--- src/rtl/command_line_tokenizer_unit_macros.svh ---
// ----------------------------------------------------------------------------
// command line tokenizer assertion macros
// shared concurrent assertion forms for the tokenizer modules
// ----------------------------------------------------------------------------
`ifndef COMMAND_LINE_TOKENIZER_UNIT_MACROS_SVH
`define COMMAND_LINE_TOKENIZER_UNIT_MACROS_SVH

// generic form with explicit clock and active-low reset
`define CLT_ASSERT(lbl, clk, rstn, prop, msg) \
  lbl: assert property (@(posedge clk) disable iff (!rstn) prop) \
    else $error(msg);

// form bound to the house clock and reset names
`define CLT_ASSERT_CLK(lbl, prop, msg) \
  `CLT_ASSERT(lbl, clk_i, rst_ni, prop, msg)

`endif

--- src/rtl/clt_pkg.sv ---
// ----------------------------------------------------------------------------
// clt_pkg
// types and constants shared by the command line tokenizer modules
// ----------------------------------------------------------------------------
`default_nettype none

package clt_pkg;

  typedef enum logic [2:0] {
    EV_NAME_CHAR = 3'd0,
    EV_NAME_END  = 3'd1,
    EV_ARG_CHAR  = 3'd2,
    EV_ARG_END   = 3'd3,
    EV_CMD_END   = 3'd4,
    EV_ERROR     = 3'd5
  } ev_kind_e;

  typedef enum logic [2:0] {
    ST_START  = 3'd0,
    ST_NAME   = 3'd1,
    ST_LIST   = 3'd2,
    ST_WORD   = 3'd3,
    ST_STRING = 3'd4
  } parse_state_e;

  // error codes
  localparam logic [2:0] ERR_BAD_START   = 3'd0;
  localparam logic [2:0] ERR_BAD_NAME    = 3'd1;
  localparam logic [2:0] ERR_COMMA_END   = 3'd2;
  localparam logic [2:0] ERR_DUP_COMMA   = 3'd3;
  localparam logic [2:0] ERR_NEED_COMMA  = 3'd4;
  localparam logic [2:0] ERR_BAD_LIST    = 3'd5;
  localparam logic [2:0] ERR_NONE        = 3'd0;

  // escape modes, hex modes equal their digit count
  localparam logic [3:0] ESC_NONE  = 4'd0;
  localparam logic [3:0] ESC_SLASH = 4'd1;
  localparam logic [3:0] ESC_HEX2  = 4'd2;
  localparam logic [3:0] ESC_OCT   = 4'd3;
  localparam logic [3:0] ESC_HEX4  = 4'd4;
  localparam logic [3:0] ESC_HEX8  = 4'd8;
  localparam logic [3:0] OCT_DIGITS = 4'd3;

  localparam int unsigned CharW = 21;

  localparam logic [CharW-1:0] CH_SEMI   = CharW'(8'h3B);
  localparam logic [CharW-1:0] CH_COMMA  = CharW'(8'h2C);
  localparam logic [CharW-1:0] CH_BSLASH = CharW'(8'h5C);
  localparam logic [CharW-1:0] CH_LOW_X  = CharW'(8'h78);
  localparam logic [CharW-1:0] CH_LOW_U  = CharW'(8'h75);
  localparam logic [CharW-1:0] CH_UP_U   = CharW'(8'h55);
  localparam logic [CharW-1:0] CH_DQUOTE = CharW'(8'h22);
  localparam logic [CharW-1:0] CH_SQUOTE = CharW'(8'h27);
  localparam logic [CharW-1:0] CH_ZERO   = CharW'(8'h30);
  localparam logic [CharW-1:0] CH_SEVEN  = CharW'(8'h37);

  typedef struct packed {
    ev_kind_e    kind;
    logic [31:0] value;
    logic [2:0]  err;
  } event_t;

  // all events caused by one character, cnt is 1 or 2 when queued
  typedef struct packed {
    logic [1:0] cnt;
    event_t     ev0;
    event_t     ev1;
  } bundle_t;

endpackage

`default_nettype wire

--- src/rtl/clt_front.sv ---
// ----------------------------------------------------------------------------
// clt_front
// parses one character per cycle unless the queue is full and queues its events
// ----------------------------------------------------------------------------
`default_nettype none

`include "command_line_tokenizer_unit_macros.svh"

module clt_front (
  input  wire logic                           clk_i,
  input  wire logic                           rst_ni,
  input  wire logic                           in_valid_i,
  output logic                                in_ready_o,
  input  wire logic [clt_pkg::CharW-1:0]      char_code_i,
  input  wire logic                           q_full_i,
  output logic                                push_o,
  output clt_pkg::bundle_t                    bundle_o
);

  typedef struct packed {
    clt_pkg::parse_state_e pstate;
    logic                  vpend;
    logic                  aseen;
    logic                  qdbl;
    logic [3:0]            esc_mode;
    logic [3:0]            esc_digits;
    logic [31:0]           esc_value;
  } ctx_t;

  typedef struct packed {
    ctx_t             nx;
    clt_pkg::bundle_t b;
  } step_t;

  localparam ctx_t CTX_RESET = '{pstate: clt_pkg::ST_START, vpend: 1'b0, aseen: 1'b0,
                                 qdbl: 1'b0, esc_mode: clt_pkg::ESC_NONE,
                                 esc_digits: 4'd0, esc_value: 32'd0};

  ctx_t  ctx_q, ctx_d;
  step_t res;
  logic  accept;

  function automatic logic is_space(logic [clt_pkg::CharW-1:0] c);
    return c == 21'h20 || c == 21'h09 || c == 21'h0D || c == 21'h0A;
  endfunction

  function automatic logic is_word(logic [clt_pkg::CharW-1:0] c);
    return (c >= 21'h61 && c <= 21'h7A) || (c >= 21'h41 && c <= 21'h5A) ||
           (c >= 21'h30 && c <= 21'h39) || c == 21'h5F;
  endfunction

  function automatic logic [4:0] hex_digit(logic [clt_pkg::CharW-1:0] c);
    logic [4:0] r;
    r = 5'd0;
    if (c >= 21'h30 && c <= 21'h39) begin
      r = {1'b1, c[3:0]};
    end else if ((c >= 21'h61 && c <= 21'h66) || (c >= 21'h41 && c <= 21'h46)) begin
      r = {1'b1, c[3:0] + 4'd9};
    end
    return r;
  endfunction

  function automatic logic [31:0] simple_escape(logic [clt_pkg::CharW-1:0] c);
    logic [31:0] r;
    r = 32'(c);
    case (c)
      21'h61:  r = 32'd7;
      21'h62:  r = 32'd8;
      21'h66:  r = 32'd12;
      21'h6E:  r = 32'd10;
      21'h72:  r = 32'd13;
      21'h74:  r = 32'd9;
      21'h76:  r = 32'd11;
      default: r = 32'(c);
    endcase
    return r;
  endfunction

  function automatic clt_pkg::bundle_t add_ev(clt_pkg::bundle_t b, clt_pkg::ev_kind_e k,
                                              logic [31:0] v, logic [2:0] e);
    clt_pkg::bundle_t r;
    r = b;
    if (b.cnt == 2'd0) begin
      r.ev0 = '{kind: k, value: v, err: e};
      r.cnt = 2'd1;
    end else begin
      r.ev1 = '{kind: k, value: v, err: e};
      r.cnt = 2'd2;
    end
    return r;
  endfunction

  // argument list handling, also entered when a word ends
  function automatic step_t list_step(ctx_t s, logic [clt_pkg::CharW-1:0] c,
                                      clt_pkg::bundle_t b);
    step_t r;
    r.nx = s;
    r.b  = b;
    if (c == clt_pkg::CH_SEMI) begin
      if (s.vpend || !s.aseen) begin
        if (s.vpend) begin
          r.b = add_ev(r.b, clt_pkg::EV_ARG_END, 32'd0, clt_pkg::ERR_NONE);
        end
        r.nx = CTX_RESET;
        r.b  = add_ev(r.b, clt_pkg::EV_CMD_END, 32'd0, clt_pkg::ERR_NONE);
      end else begin
        r.nx = CTX_RESET;
        r.b  = add_ev(r.b, clt_pkg::EV_ERROR, 32'd0, clt_pkg::ERR_COMMA_END);
      end
    end else if (c == clt_pkg::CH_COMMA) begin
      if (s.vpend) begin
        r.b        = add_ev(r.b, clt_pkg::EV_ARG_END, 32'd0, clt_pkg::ERR_NONE);
        r.nx.vpend = 1'b0;
        r.nx.aseen = 1'b1;
      end else begin
        r.nx = CTX_RESET;
        r.b  = add_ev(r.b, clt_pkg::EV_ERROR, 32'd0, clt_pkg::ERR_DUP_COMMA);
      end
    end else if (is_space(c)) begin
      r.nx = s;
    end else if (s.vpend) begin
      r.nx = CTX_RESET;
      r.b  = add_ev(r.b, clt_pkg::EV_ERROR, 32'd0, clt_pkg::ERR_NEED_COMMA);
    end else if (c == clt_pkg::CH_DQUOTE || c == clt_pkg::CH_SQUOTE) begin
      r.nx.vpend      = 1'b1;
      r.nx.qdbl       = (c == clt_pkg::CH_DQUOTE);
      r.nx.esc_mode   = clt_pkg::ESC_NONE;
      r.nx.esc_digits = 4'd0;
      r.nx.esc_value  = 32'd0;
      r.nx.pstate     = clt_pkg::ST_STRING;
    end else if (is_word(c)) begin
      r.nx.vpend  = 1'b1;
      r.nx.pstate = clt_pkg::ST_WORD;
      r.b         = add_ev(r.b, clt_pkg::EV_ARG_CHAR, 32'(c), clt_pkg::ERR_NONE);
    end else begin
      r.nx = CTX_RESET;
      r.b  = add_ev(r.b, clt_pkg::EV_ERROR, 32'd0, clt_pkg::ERR_BAD_LIST);
    end
    return r;
  endfunction

  function automatic step_t string_step(ctx_t s, logic [clt_pkg::CharW-1:0] c);
    step_t      r;
    logic       plain;
    logic [4:0] hd;
    logic [3:0] dn;
    r.nx  = s;
    r.b   = '0;
    plain = 1'b0;
    hd    = hex_digit(c);
    dn    = s.esc_digits + 4'd1;
    if (s.esc_mode == clt_pkg::ESC_OCT) begin
      if (c >= clt_pkg::CH_ZERO && c <= clt_pkg::CH_SEVEN) begin
        r.nx.esc_value  = {s.esc_value[28:0], c[2:0]};
        r.nx.esc_digits = dn;
        if (dn >= clt_pkg::OCT_DIGITS) begin
          r.b           = add_ev(r.b, clt_pkg::EV_ARG_CHAR, r.nx.esc_value, clt_pkg::ERR_NONE);
          r.nx.esc_mode = clt_pkg::ESC_NONE;
        end
      end else begin
        r.b           = add_ev(r.b, clt_pkg::EV_ARG_CHAR, s.esc_value, clt_pkg::ERR_NONE);
        r.nx.esc_mode = clt_pkg::ESC_NONE;
        plain         = 1'b1;
      end
    end else if (s.esc_mode >= clt_pkg::ESC_HEX2) begin
      if (hd[4]) begin
        r.nx.esc_value  = {s.esc_value[27:0], hd[3:0]};
        r.nx.esc_digits = dn;
        if (dn >= s.esc_mode) begin
          r.b           = add_ev(r.b, clt_pkg::EV_ARG_CHAR, r.nx.esc_value, clt_pkg::ERR_NONE);
          r.nx.esc_mode = clt_pkg::ESC_NONE;
        end
      end else begin
        r.b           = add_ev(r.b, clt_pkg::EV_ARG_CHAR, s.esc_value, clt_pkg::ERR_NONE);
        r.nx.esc_mode = clt_pkg::ESC_NONE;
        plain         = 1'b1;
      end
    end else if (s.esc_mode == clt_pkg::ESC_SLASH) begin
      r.nx.esc_digits = 4'd0;
      r.nx.esc_value  = 32'd0;
      if (c >= clt_pkg::CH_ZERO && c <= clt_pkg::CH_SEVEN) begin
        r.nx.esc_mode   = clt_pkg::ESC_OCT;
        r.nx.esc_digits = 4'd1;
        r.nx.esc_value  = 32'(c[2:0]);
      end else if (c == clt_pkg::CH_LOW_X) begin
        r.nx.esc_mode = clt_pkg::ESC_HEX2;
      end else if (c == clt_pkg::CH_LOW_U) begin
        r.nx.esc_mode = clt_pkg::ESC_HEX4;
      end else if (c == clt_pkg::CH_UP_U) begin
        r.nx.esc_mode = clt_pkg::ESC_HEX8;
      end else begin
        r.nx.esc_mode = clt_pkg::ESC_NONE;
        r.b = add_ev(r.b, clt_pkg::EV_ARG_CHAR, simple_escape(c), clt_pkg::ERR_NONE);
      end
    end else begin
      plain = 1'b1;
    end
    // a cut-short escape hands the same character on as a plain one
    if (plain) begin
      if (c == clt_pkg::CH_BSLASH) begin
        r.nx.esc_mode = clt_pkg::ESC_SLASH;
      end else if (c == (s.qdbl ? clt_pkg::CH_DQUOTE : clt_pkg::CH_SQUOTE)) begin
        r.nx.pstate = clt_pkg::ST_LIST;
      end else begin
        r.b = add_ev(r.b, clt_pkg::EV_ARG_CHAR, 32'(c), clt_pkg::ERR_NONE);
      end
    end
    return r;
  endfunction

  function automatic step_t step(ctx_t s, logic [clt_pkg::CharW-1:0] c);
    step_t r;
    ctx_t  t;
    r.nx = s;
    r.b  = '0;
    t    = s;
    case (s.pstate)
      clt_pkg::ST_START: begin
        if (is_space(c)) begin
          r.nx = s;
        end else if (is_word(c)) begin
          r.nx.pstate = clt_pkg::ST_NAME;
          r.b = add_ev(r.b, clt_pkg::EV_NAME_CHAR, 32'(c), clt_pkg::ERR_NONE);
        end else begin
          r.nx = CTX_RESET;
          r.b  = add_ev(r.b, clt_pkg::EV_ERROR, 32'd0, clt_pkg::ERR_BAD_START);
        end
      end
      clt_pkg::ST_NAME: begin
        if (is_word(c)) begin
          r.b = add_ev(r.b, clt_pkg::EV_NAME_CHAR, 32'(c), clt_pkg::ERR_NONE);
        end else if (is_space(c)) begin
          r.b         = add_ev(r.b, clt_pkg::EV_NAME_END, 32'd0, clt_pkg::ERR_NONE);
          r.nx.pstate = clt_pkg::ST_LIST;
          r.nx.vpend  = 1'b0;
          r.nx.aseen  = 1'b0;
        end else if (c == clt_pkg::CH_SEMI) begin
          r.b  = add_ev(r.b, clt_pkg::EV_NAME_END, 32'd0, clt_pkg::ERR_NONE);
          r.nx = CTX_RESET;
          r.b  = add_ev(r.b, clt_pkg::EV_CMD_END, 32'd0, clt_pkg::ERR_NONE);
        end else begin
          r.nx = CTX_RESET;
          r.b  = add_ev(r.b, clt_pkg::EV_ERROR, 32'd0, clt_pkg::ERR_BAD_NAME);
        end
      end
      clt_pkg::ST_LIST: begin
        r = list_step(s, c, r.b);
      end
      clt_pkg::ST_WORD: begin
        if (is_word(c)) begin
          r.b = add_ev(r.b, clt_pkg::EV_ARG_CHAR, 32'(c), clt_pkg::ERR_NONE);
        end else begin
          t.pstate = clt_pkg::ST_LIST;
          r = list_step(t, c, r.b);
        end
      end
      clt_pkg::ST_STRING: begin
        r = string_step(s, c);
      end
      default: begin
        r.nx = CTX_RESET;
      end
    endcase
    return r;
  endfunction

  assign in_ready_o = !q_full_i;
  assign accept     = in_valid_i && in_ready_o;

  always_comb begin
    res = step(ctx_q, char_code_i);
  end

  // next state
  always_comb begin
    ctx_d = ctx_q;
    if (accept) begin
      ctx_d = res.nx;
    end
  end

  // outputs to the queue
  always_comb begin
    bundle_o = res.b;
    push_o   = accept && (res.b.cnt != 2'd0);
  end

  always_ff @(posedge clk_i or negedge rst_ni) begin
    if (!rst_ni) begin
      ctx_q <= CTX_RESET;
    end else begin
      ctx_q <= ctx_d;
    end
  end

  `CLT_ASSERT_CLK(a_esc_only_in_string,
    (ctx_q.pstate != clt_pkg::ST_STRING) |-> (ctx_q.esc_mode == clt_pkg::ESC_NONE),
    "escape mode active outside a string")
  `CLT_ASSERT_CLK(a_word_has_value,
    (ctx_q.pstate == clt_pkg::ST_WORD) |-> ctx_q.vpend,
    "word state without a pending argument")

endmodule

`default_nettype wire

--- src/rtl/clt_queue.sv ---
// ----------------------------------------------------------------------------
// clt_queue
// small fifo of per-character event bundles between parser and output stage
// ----------------------------------------------------------------------------
`default_nettype none

`include "command_line_tokenizer_unit_macros.svh"

module clt_queue #(
  parameter int unsigned DEPTH = 4
) (
  input  wire logic             clk_i,
  input  wire logic             rst_ni,
  input  wire logic             push_i,
  input  wire clt_pkg::bundle_t data_i,
  output logic                  full_o,
  output logic                  valid_o,
  output clt_pkg::bundle_t      data_o,
  input  wire logic             pop_i
);

  localparam int unsigned PtrW = (DEPTH > 1) ? $clog2(DEPTH) : 1;
  localparam int unsigned CntW = $clog2(DEPTH + 1);

  clt_pkg::bundle_t mem_q [DEPTH];
  logic [PtrW-1:0]  wr_ptr_q, wr_ptr_d, rd_ptr_q, rd_ptr_d;
  logic [CntW-1:0]  cnt_q, cnt_d;
  logic             do_push, do_pop;

  function automatic logic [PtrW-1:0] ptr_inc(logic [PtrW-1:0] p);
    return (p == PtrW'(DEPTH - 1)) ? '0 : p + 1'b1;
  endfunction

  assign full_o  = (cnt_q == CntW'(DEPTH));
  assign valid_o = (cnt_q != '0);
  assign data_o  = mem_q[rd_ptr_q];
  assign do_push = push_i && !full_o;
  assign do_pop  = pop_i && valid_o;

  always_comb begin
    wr_ptr_d = do_push ? ptr_inc(wr_ptr_q) : wr_ptr_q;
    rd_ptr_d = do_pop ? ptr_inc(rd_ptr_q) : rd_ptr_q;
    cnt_d    = cnt_q;
    if (do_push && !do_pop) begin
      cnt_d = cnt_q + 1'b1;
    end else if (do_pop && !do_push) begin
      cnt_d = cnt_q - 1'b1;
    end
  end

  always_ff @(posedge clk_i or negedge rst_ni) begin
    if (!rst_ni) begin
      wr_ptr_q <= '0;
      rd_ptr_q <= '0;
      cnt_q    <= '0;
    end else begin
      wr_ptr_q <= wr_ptr_d;
      rd_ptr_q <= rd_ptr_d;
      cnt_q    <= cnt_d;
    end
  end

  always_ff @(posedge clk_i) begin
    if (do_push) begin
      mem_q[wr_ptr_q] <= data_i;
    end
  end

  `CLT_ASSERT_CLK(a_no_push_when_full, push_i |-> !full_o,
    "parser pushed into a full queue")
  `CLT_ASSERT_CLK(a_count_bound, cnt_q <= CntW'(DEPTH),
    "queue count above depth")

endmodule

`default_nettype wire

--- src/rtl/clt_back.sv ---
// ----------------------------------------------------------------------------
// clt_back
// output stage: shows the events of one bundle one word at a time
// ----------------------------------------------------------------------------
`default_nettype none

`include "command_line_tokenizer_unit_macros.svh"

module clt_back (
  input  wire logic             clk_i,
  input  wire logic             rst_ni,
  input  wire logic             q_valid_i,
  input  wire clt_pkg::bundle_t q_data_i,
  output logic                  pop_o,
  output logic                  out_valid_o,
  input  wire logic             out_ready_i,
  output logic [2:0]            event_kind_o,
  output logic [31:0]           char_value_o,
  output logic [2:0]            error_code_o,
  output logic                  last_of_run_o
);

  clt_pkg::bundle_t bundle_q;
  clt_pkg::event_t  cur;
  logic             bvalid_q, bvalid_d;
  logic             idx_q, idx_d;
  logic             last, take;

  assign last  = idx_q || (bundle_q.cnt != 2'd2);
  assign take  = bvalid_q && out_ready_i;
  // refill when empty or as the final word of a bundle leaves
  assign pop_o = q_valid_i && (!bvalid_q || (take && last));
  assign cur   = idx_q ? bundle_q.ev1 : bundle_q.ev0;

  always_comb begin
    bvalid_d = bvalid_q;
    idx_d    = idx_q;
    if (take) begin
      if (last) begin
        bvalid_d = 1'b0;
      end else begin
        idx_d = 1'b1;
      end
    end
    if (pop_o) begin
      bvalid_d = 1'b1;
      idx_d    = 1'b0;
    end
  end

  always_ff @(posedge clk_i or negedge rst_ni) begin
    if (!rst_ni) begin
      bvalid_q <= 1'b0;
      idx_q    <= 1'b0;
    end else begin
      bvalid_q <= bvalid_d;
      idx_q    <= idx_d;
    end
  end

  always_ff @(posedge clk_i) begin
    if (pop_o) begin
      bundle_q <= q_data_i;
    end
  end

  assign out_valid_o   = bvalid_q;
  assign event_kind_o  = cur.kind;
  assign char_value_o  = cur.value;
  assign error_code_o  = cur.err;
  assign last_of_run_o = last;

  `CLT_ASSERT_CLK(a_second_word_follows, (take && !last) |=> (bvalid_q && idx_q),
    "second event of a character was dropped")

endmodule

`default_nettype wire

--- src/rtl/command_line_tokenizer_unit.sv ---
// ----------------------------------------------------------------------------
// command_line_tokenizer_unit
// tokenizer for "name arg, arg, ...;" commands, one code point per word
// ----------------------------------------------------------------------------
// input channel: in_valid_i / in_ready_o with char_code_i, one unicode code
// point per accepted word. output channel: out_valid_o / out_ready_i with
// event_kind_o, char_value_o, error_code_o and last_of_run_o; a character
// causes zero, one or two event words, last_of_run_o marks the final one.
// the parser takes a character every cycle while the queue is not full and
// writes its events into a queue of DEPTH bundles; the output stage sends
// one event word per cycle while out_ready_i is high. events pass through a
// queue entry, then the output bundle register. throughput is one character
// per cycle while each makes at most one event; one making two events holds
// the output stage for both words. when the receiver stalls the queue fills
// and in_ready_o drops once it holds DEPTH bundles. reset returns the parser
// to the start state and empties the queue and output stage.
// ----------------------------------------------------------------------------
`default_nettype none

module command_line_tokenizer_unit #(
  parameter int unsigned DEPTH = 4
) (
  input  wire logic        clk_i,
  input  wire logic        rst_ni,
  input  wire logic        in_valid_i,
  output logic             in_ready_o,
  input  wire logic [20:0] char_code_i,
  output logic             out_valid_o,
  input  wire logic        out_ready_i,
  output logic [2:0]       event_kind_o,
  output logic [31:0]      char_value_o,
  output logic [2:0]       error_code_o,
  output logic             last_of_run_o
);

  clt_pkg::bundle_t push_data, q_data;
  logic             push, q_full, q_valid, pop;

  clt_front u_front (
    .clk_i       (clk_i),
    .rst_ni      (rst_ni),
    .in_valid_i  (in_valid_i),
    .in_ready_o  (in_ready_o),
    .char_code_i (char_code_i),
    .q_full_i    (q_full),
    .push_o      (push),
    .bundle_o    (push_data)
  );

  clt_queue #(
    .DEPTH (DEPTH)
  ) u_queue (
    .clk_i   (clk_i),
    .rst_ni  (rst_ni),
    .push_i  (push),
    .data_i  (push_data),
    .full_o  (q_full),
    .valid_o (q_valid),
    .data_o  (q_data),
    .pop_i   (pop)
  );

  clt_back u_back (
    .clk_i         (clk_i),
    .rst_ni        (rst_ni),
    .q_valid_i     (q_valid),
    .q_data_i      (q_data),
    .pop_o         (pop),
    .out_valid_o   (out_valid_o),
    .out_ready_i   (out_ready_i),
    .event_kind_o  (event_kind_o),
    .char_value_o  (char_value_o),
    .error_code_o  (error_code_o),
    .last_of_run_o (last_of_run_o)
  );

endmodule

`default_nettype wire

--- config.mk ---
export PLATFORM = sky130hd
export DESIGN_NAME = command_line_tokenizer_unit
export DESIGN_NICKNAME = d
export VERILOG_FILES = /design/src/rtl/clt_pkg.sv /design/src/rtl/clt_front.sv /design/src/rtl/clt_queue.sv /design/src/rtl/clt_back.sv /design/src/rtl/command_line_tokenizer_unit.sv
export VERILOG_INCLUDE_DIRS = /design/src /design/src/rtl
export SDC_FILE = /design/constraint.sdc
export NUM_CORES = 1
export LEC_CHECK = 0
export ABC_AREA = 1
export BUFFER_PORTS_ARGS = -buffer_cell sky130_fd_sc_hd__buf_2
export CAP_MARGIN = 20
export CORE_MARGIN = 1.5
export CORE_UTILIZATION = 60
export CTS_CLUSTER_DIAMETER = 150
export CTS_CLUSTER_SIZE = 14
export DETAILED_ROUTE_END_ITERATION = 8
export GPL_TIMING_DRIVEN = 0
export PLACE_DENSITY = 0.75
export SYNTH_ARGS = -nofsm -noshare
export SYNTH_HDL_FRONTEND = slang
export SYNTH_SLANG_ARGS = --single-unit
export TNS_END_PERCENT = 100
--- constraint.sdc ---
create_clock -name clk_i -period 17.95 [get_ports clk_i]
set_input_delay 1.795 -clock clk_i [delete_from_list [all_inputs] [get_ports clk_i]]
set_output_delay 1.795 -clock clk_i [all_outputs]
set_load 0.01 [all_outputs]
==> impl_metrics.json, run 1 <==
{
  "crit_path_start_kind": "input pin",
  "io_buffers": 65,
  "syn_nets": 1894,
  "avgRoutedWirePerCell_um": 24.7,
  "cts_sinks": 370,
  "cts_buffers": 30,
  "placed_cell_area_um2": 19100,
  "drcViolationCount": 0,
  "post-place-ws_ns": 11.29,
  "cts_tree": "done",
  "power_density_nw_per_um2": 135,
  "crit_path_end_kind": "register",
  "holdCritPathClass": "register to register",
  "core-area_um2": 29600,
  "clkPwrFrac_pct": 23.1,
  "routed_wl_um": 58700,
  "critical_path_arrival_ns": 6.41,
  "yosys_warnings": 0,
  "synthArstFlopShare_pct": 14.9,
  "drt-pass1-iter-count": 6,
  "ys_seq_area_share_pct": 60.2,
  "hold_path_end": "u_queue.cnt_q[2]",
  "synth_edf_count": 315,
  "syn2layout_area_growth_pct": 11.1,
  "cts-resized-gates": 0,
  "finClkSkew_ns": 0.0247,
  "setup_tns_ns": 0,
  "final_area_um2": 20000,
  "rrSetupSlack_ns": 12.37,
  "synth_largest_area_cell": "edfxtp_1",
  "grt_pass1_vias": 14500,
  "place.gp.congestion": 0.995,
  "synth_top_area_share_pct": 52.6,
  "p_leak_nw": 7.39,
  "p_sw_mw": 0.946,
  "fmax_mhz": 163,
  "combPwrFrac_pct": 30.6,
  "die_w_um": 176,
  "instances_no_fill": 2376,
  "internal_power_mw": 1.75,
  "rows": 63,
  "avgViaCountPerCell": 6.43,
  "clockRootBuffer": "clkbuf_16",
  "setup_viol": 0,
  "fin_hold_ws_ns": 0.539,
  "cts_setup_buffers": 0,
  "drive_gt1_share_pct": 9.37,
  "worstReg2RegStart": "u_front.ctx_q[32]",
  "outcome": "completed",
  "swShare_pct": 35.1,
  "r2r-end": "u_queue.mem_q[3][44]",
  "antenna_found_initial": 0,
  "vias": 15300,
  "p_total_mw": 2.70,
  "grt_pass1_wl_um": 88000,
  "rsz0062_at_grt": "no",
  "syn_area_um2": 18000,
  "clkLatencyLatePin_ns": 0.58,
  "hold_start": "u_queue.cnt_q[2]",
  "fin_nets": 2006,
  "antenna_cells": 0,
  "path_max_fanout": 26,
  "synth_ff_type": "edfxtp_1",
  "die_y_um": 176,
  "postCtsHoldBufs": 0,
  "placed_cells": 2319,
  "dp_hpwl_um": 42400,
  "whs_path_depth": 1,
  "hold_viol_final": 0,
  "clk_pin_slew_worst_paths_ns": 0.08,
  "syn_inst": 1850,
  "cts_max_level": 1,
  "yosys.cell_types.count": 55,
  "relSlewSlack_pct": 19.3,
  "maxSlewViolCount": 0,
  "overflow": 0,
  "post-route-period-util_pct": 34.3,
  "crit_type": "input pin to register",
  "grt_max_degree": 56,
  "seq_power_share_pct": 46.3,
  "required_ns": 18.21,
  "finalCriticalPeriod_ns": 6.15,
  "avgSynthCellArea_um2": 9.72,
  "die_area_um2": 31000,
  "synth.area.top_cells": "edfxtp_1 53%, dfrtp_1 7.7%, nor2_1 5.8%, o21ai_0 5.6%, nand2_1 5.4%",
  "clockBufferDepth": 3,
  "ir_drop_mv": 0.0916,
  "start_util_pct": 60.9,
  "postRouteAntennaNets": 0,
  "cap_violations": 0,
  "track_usage_pct": 38.0,
  "pin_count": 66,
  "ys_ff_latch": 370,
  "finalWorstSetupSlack_ns": 11.80,
  "worst_slew_pin_slew_ns": 1.20,
  "final_core_util_pct": 67.6,
  "rr_worst_depth": 22,
  "drtIter0Drc": 2119
}
-- layout make-up --
class	count	area, um^2
flip-flops and latches	370	10800
fillers	2234	9570
multi-input cells	1233	6230
clock buffers	55	866
repair buffers	80	598
inverters	154	578
well taps	390	488
plain buffers	93	387
clock inverters	1	8.76
-- cell usage after synthesis, types with 5 or more instances --
| cell type | number |
|---|---|
| nor2_1 | 278 |
| o21ai_0 | 202 |
| edfxtp_1 | 315 |
| dfrtp_1 | 55 |
| ha_1 | 18 |
| a21oi_1 | 68 |
| clkbuf_1 | 74 |
| nand2_1 | 259 |
| o221ai_1 | 12 |
| o21ai_2 | 5 |
| o211ai_1 | 6 |
| a211oi_1 | 9 |
| o2111ai_1 | 8 |
| nor3_1 | 45 |
| inv_1 | 137 |
| nor2_4 | 6 |
| o21ai_1 | 33 |
| o22ai_1 | 109 |
| a22oi_1 | 6 |
| nand3_1 | 85 |
| nand2_2 | 12 |
| buf_2 | 12 |
| nand4_1 | 14 |
| nor2_2 | 7 |
| inv_2 | 13 |
-- cells in the final DEF, fill, tap and decap left out, types with 4 or more instances in the layout --
master	synthesis	layout
nand2_2	12	12
inv_1	137	137
o21ai_2	5	5
clkbuf_16	0	31
nor4_1	4	4
o211ai_1	6	6
nand3_2	4	4
nor2_2	7	7
a21oi_1	68	68
inv_2	13	13
nor2_1	278	273
buf_16	0	4
o22ai_1	109	109
clkinv_1	4	4
dfrtp_1	55	55
clkbuf_1	74	98
o21ai_1	33	33
buf_2	12	80
o2111ai_1	8	8
buf_12	0	7
buf_1	4	4
a211oi_1	9	9
o21ai_0	202	202
xnor2_1	4	4
edfxtp_1	315	315
o221ai_1	12	12
ha_1	18	18
nor3_1	45	45
nand2_1	259	259
nand4_1	14	14
nand3_1	85	85
nor2_4	6	11
a22oi_1	6	6
-- logic make-up after synthesis --
logic type,synth area share [%]
xor+xnor,0.292
buf+inv,5.36
simple gates,17.3
compound gates,15.3
mux,0.0626
fa+ha+maj,1.36
flops,60.2
-- flip-flops by register name, summed over array words and instances (netlist names) --
signal              flops
u_back.bundle_q        63
u_back.idx_q            1
u_back.out_valid_o      1
u_front.ctx_q          46
u_queue.cnt_q           3
u_queue.mem_q         252
u_queue.rd_ptr_q        2
u_queue.wr_ptr_q        2
-- metal layers --
layer	share of wire, %	wire [um]	GRT usage [%]	up-vias
met5	0	0	0	-
met4	4.7	2740	16.0	0
met3	10	6120	6.57	193
met2	48	28300	63.1	1065
met1	37	21600	49.7	7241
li1	-	-	-	6790
-- power groups by stage --
stage,sequential (mW),clock (mW),combinational (mW)
final,1.25,0.622,0.825
after global routing,1.26,0.652,0.896
after CTS,1.25,0.621,0.818
after detailed placement,1.26,0,0.809
after global placement,1.28,0,0.735
after floorplan,1.25,0,0.474
-- how the worst max path moves through the flow --
stage | from | end | slack [ns] | depth (start not counted)
after global placement | char_code_i[1] | u_queue.mem_q[3][53] | 7.65 | 21
after floorplan | char_code_i[0] | u_queue.mem_q[0][10] | 10.83 | 21
final | char_code_i[1] | u_queue.mem_q[3][44] | 11.80 | 24
after CTS | char_code_i[1] | u_queue.mem_q[3][69] | 11.87 | 24
after global routing | char_code_i[1] | u_queue.mem_q[3][65] | 11.53 | 24
after detailed placement | char_code_i[1] | u_queue.mem_q[2][17] | 11.29 | 24
-- worst max-delay path, cell delays in order --
cell and delay [ns]:
buf_2 0.23, inv_2 0.20, ha_1 0.30, nand3_1 0.16
nor2_1 0.07, nand3_1 0.08, nand2_1 0.06, nand2_2 0.14
nand3_2 0.17, nand3_1 0.20, nand2_1 0.12, nand2_1 0.15
nand2_1 0.11, buf_2 0.21, inv_1 0.14, ha_1 0.17
nand2_1 0.05, nor2_1 0.39, nor2_1 0.17, nand3_1 0.18
nand2_2 0.19, nor2_4 0.58, buf_12 0.27, buf_12 0.22
(Power assumes the default switching activity.)
==> inputs of run 2 (changes only) <==
--- a/config.mk
+++ b/config.mk
@@ -10,12 +10,12 @@
 export BUFFER_PORTS_ARGS = -buffer_cell sky130_fd_sc_hd__buf_2
 export CAP_MARGIN = 20
 export CORE_MARGIN = 1.5
-export CORE_UTILIZATION = 60
+export CORE_UTILIZATION = 56
 export CTS_CLUSTER_DIAMETER = 150
 export CTS_CLUSTER_SIZE = 14
 export DETAILED_ROUTE_END_ITERATION = 8
 export GPL_TIMING_DRIVEN = 0
-export PLACE_DENSITY = 0.75
+export PLACE_DENSITY = 0.73
 export SYNTH_ARGS = -nofsm -noshare
 export SYNTH_HDL_FRONTEND = slang
 export SYNTH_SLANG_ARGS = --single-unit
==> constraint.sdc (replaced) <==
create_clock -name clk_i -period 5.5 [get_ports clk_i]
set_input_delay 0.55 -clock clk_i [delete_from_list [all_inputs] [get_ports clk_i]]
set_output_delay 0.55 -clock clk_i [all_outputs]
set_load 0.01 [all_outputs]
==> impl_metrics.json, run 2 (synthesis results as in run 1) <==
{
  "maxSlewViolCount": 0,
  "required_ns": 5.76,
  "routed_wl_um": 56800,
  "cpPeakStageDelay_ns": 0.81,
  "place.gp.congestion": 1.00,
  "relSlewSlack_pct": 17.8,
  "worst_slew_pin_slew_ns": 1.22,
  "antenna_found_initial": 1,
  "vias": 14900,
  "antenna_cells": 0,
  "internal_power_mw": 5.70,
  "dp_hpwl_um": 41100,
  "fin_hold_ws_ns": 0.444,
  "holdCritPathClass": "input pin to register",
  "avgRoutedWirePerCell_um": 23.7,
  "clkPwrFrac_pct": 23.2,
  "clkLatencyLatePin_ns": 0.58,
  "crit_path_top_delay_cell": "nor3_2",
  "rsz0062_at_grt": "no",
  "placed_cells": 2331,
  "power_density_nw_per_um2": 436,
  "clockRootBuffer": "clkbuf_16",
  "grt_pass1_vias": 14000,
  "cts_tree": "done",
  "placed_cell_area_um2": 19100,
  "regMostFlops": "u_queue.mem_q",
  "die_area_um2": 33200,
  "largest_reg_flops": 252,
  "track_usage_pct": 34.0,
  "critical_path_arrival_ns": 5.50,
  "crit_path_end_kind": "register",
  "drt-pass1-iter-count": 7,
  "seq_power_share_pct": 46.4,
  "clk_pin_slew_worst_paths_ns": 0.08,
  "grt_pass1_wl_um": 84900,
  "rows": 65,
  "drive_gt1_share_pct": 9.46,
  "avgViaCountPerCell": 6.23,
  "syn2layout_area_growth_pct": 11.2,
  "finalCriticalPeriod_ns": 5.24,
  "post-route-period-util_pct": 95.3,
  "drtIter0Drc": 1957,
  "hold_viol_final": 0,
  "io_buffers": 65,
  "ir_drop_mv": 0.289,
  "overflow": 0,
  "combPwrFrac_pct": 30.4,
  "crit_path_start_kind": "register",
  "cts_sinks": 370,
  "fin_nets": 2008,
  "crit_type": "register to register",
  "final_area_um2": 20000,
  "layout_common_cells": "315 x edfxtp_1, 273 x nor2_1, 259 x nand2_1",
  "reg_top3": "u_queue.mem_q (252), u_back.bundle_q (63), u_front.ctx_q (46)",
  "fmax_mhz": 191,
  "cp_num_buf_inv": 6,
  "core-area_um2": 31600,
  "die_w_um": 182,
  "critical-path-top-delay-family": "simple AND/OR/NAND/NOR gates",
  "p_sw_mw": 3.03,
  "instances_no_fill": 2390,
  "rrSetupSlack_ns": 0.26,
  "path_cells": "inv_1 -> nor3_2 -> inv_2 -> nor2_1 -> nand2_1 -> nand2_1 -> buf_2 -> inv_1 -> ha_1 -> nand3b_1 -> nand3_1 -> nand3_1 -> nand2_2 -> nor2_4 -> buf_12 -> buf_12",
  "fillers": 2594,
  "drcViolationCount": 0,
  "grt_max_degree": 36,
  "pin_count": 66,
  "start_util_pct": 57.0,
  "cts_max_level": 1,
  "setup_viol": 0,
  "layout_commonest_cell": "edfxtp_1",
  "swShare_pct": 34.7,
  "p_leak_nw": 7.39,
  "postRouteAntennaNets": 0,
  "path_max_fanout": 26,
  "die_y_um": 182,
  "outcome": "completed",
  "cts_buffers": 30,
  "finClkSkew_ns": 0.0309,
  "clockBufferDepth": 3,
  "cap_violations": 0
}
[run 2: cell count changes in the layout (fill, tap and decap cells not counted)]
cell and delta:
buf_12 +2, buf_16 -2, buf_4 -1, clkbuf_4 +1, dlygate4sd3_1 +1, nor2_2 +1, o311ai_1 -1, o311ai_2 +1
[run 2: final cells by class]
class / instances / area [um^2] / area share (%)
multi-input combinational: 1234 / 6240 / 31.2
inverter: 154 / 578 / 2.89
clock buffer: 55 / 866 / 4.33
buffer: 93 / 387 / 1.93
timing repair buffer: 81 / 593 / 2.96
sequential: 370 / 10800 / 54.1
tap: 402 / 503 / 2.51
clock inverter: 1 / 8.76 / 0.0438
[run 2: through the flow]
stage	util [%]	worst slack (ns)	power, mW	setup TNS [ns]
global route	63.4	0.0813	9.11	0
CTS	63.4	0.208	8.72	0
global placement	59.6	-4.25	6.61	-1058.84
detailed placement	60.5	0.148	6.73	0
finish	63.4	0.260	8.73	0
floorplan	-	-0.851	5.64	-214.55
[run 2: timing repair]
action	in CTS	in global routing
hold buffers	1	0
hold endpoints to repair	12	0
setup buffers	0	0
resized for setup	0	1
setup endpoints to repair	0	40
[run 2: routing by layer]
layer / track usage [%] / vias up / share of wire (%)
li1: - / 6806 / -
met3: 4.45 / 116 / 8.9
met2: 58.1 / 789 / 48
met5: 0 / - / 0
met4: 10.0 / 0 / 3.4
met1: 45.8 / 7167 / 39
[run 2: worst paths after layout]
check / startpoint / endpoint / cells after the start
worst max-delay path: u_front.ctx_q[37] / u_queue.mem_q[2][69] / 16
worst min-delay path: char_code_i[15] / u_queue.mem_q[2][18] / 3
worst max register to register: u_front.ctx_q[37] / u_queue.mem_q[2][69] / 16
worst min register to register: u_queue.cnt_q[2] / u_queue.cnt_q[2] / 1
max in group asynchronous: rst_ni / u_front.ctx_q[14] / 3
min in group asynchronous: rst_ni / u_front.ctx_q[39] / 2
[run 2: worst reg2reg max path: stages, from the launching register on]
cell and delay, ns:
dfrtp_1 0.46, inv_1 0.17, nor3_2 0.81, inv_2 0.24
nor2_1 0.47, nand2_1 0.22, nand2_1 0.16, buf_2 0.26
inv_1 0.14, ha_1 0.29, nand3b_1 0.11, nand3_1 0.15
nand3_1 0.16, nand2_2 0.22, nor2_4 0.53, buf_12 0.28
buf_12 0.23
[run 2: power groups by stage]
stage	sequential, mW	combinational [mW]	clock [mW]
final	4.05	2.65	2.03
after global routing	4.10	2.89	2.12
after CTS	4.05	2.65	2.03
after detailed placement	4.10	2.63	0
after global placement	4.20	2.41	0
after floorplan	4.09	1.55	0
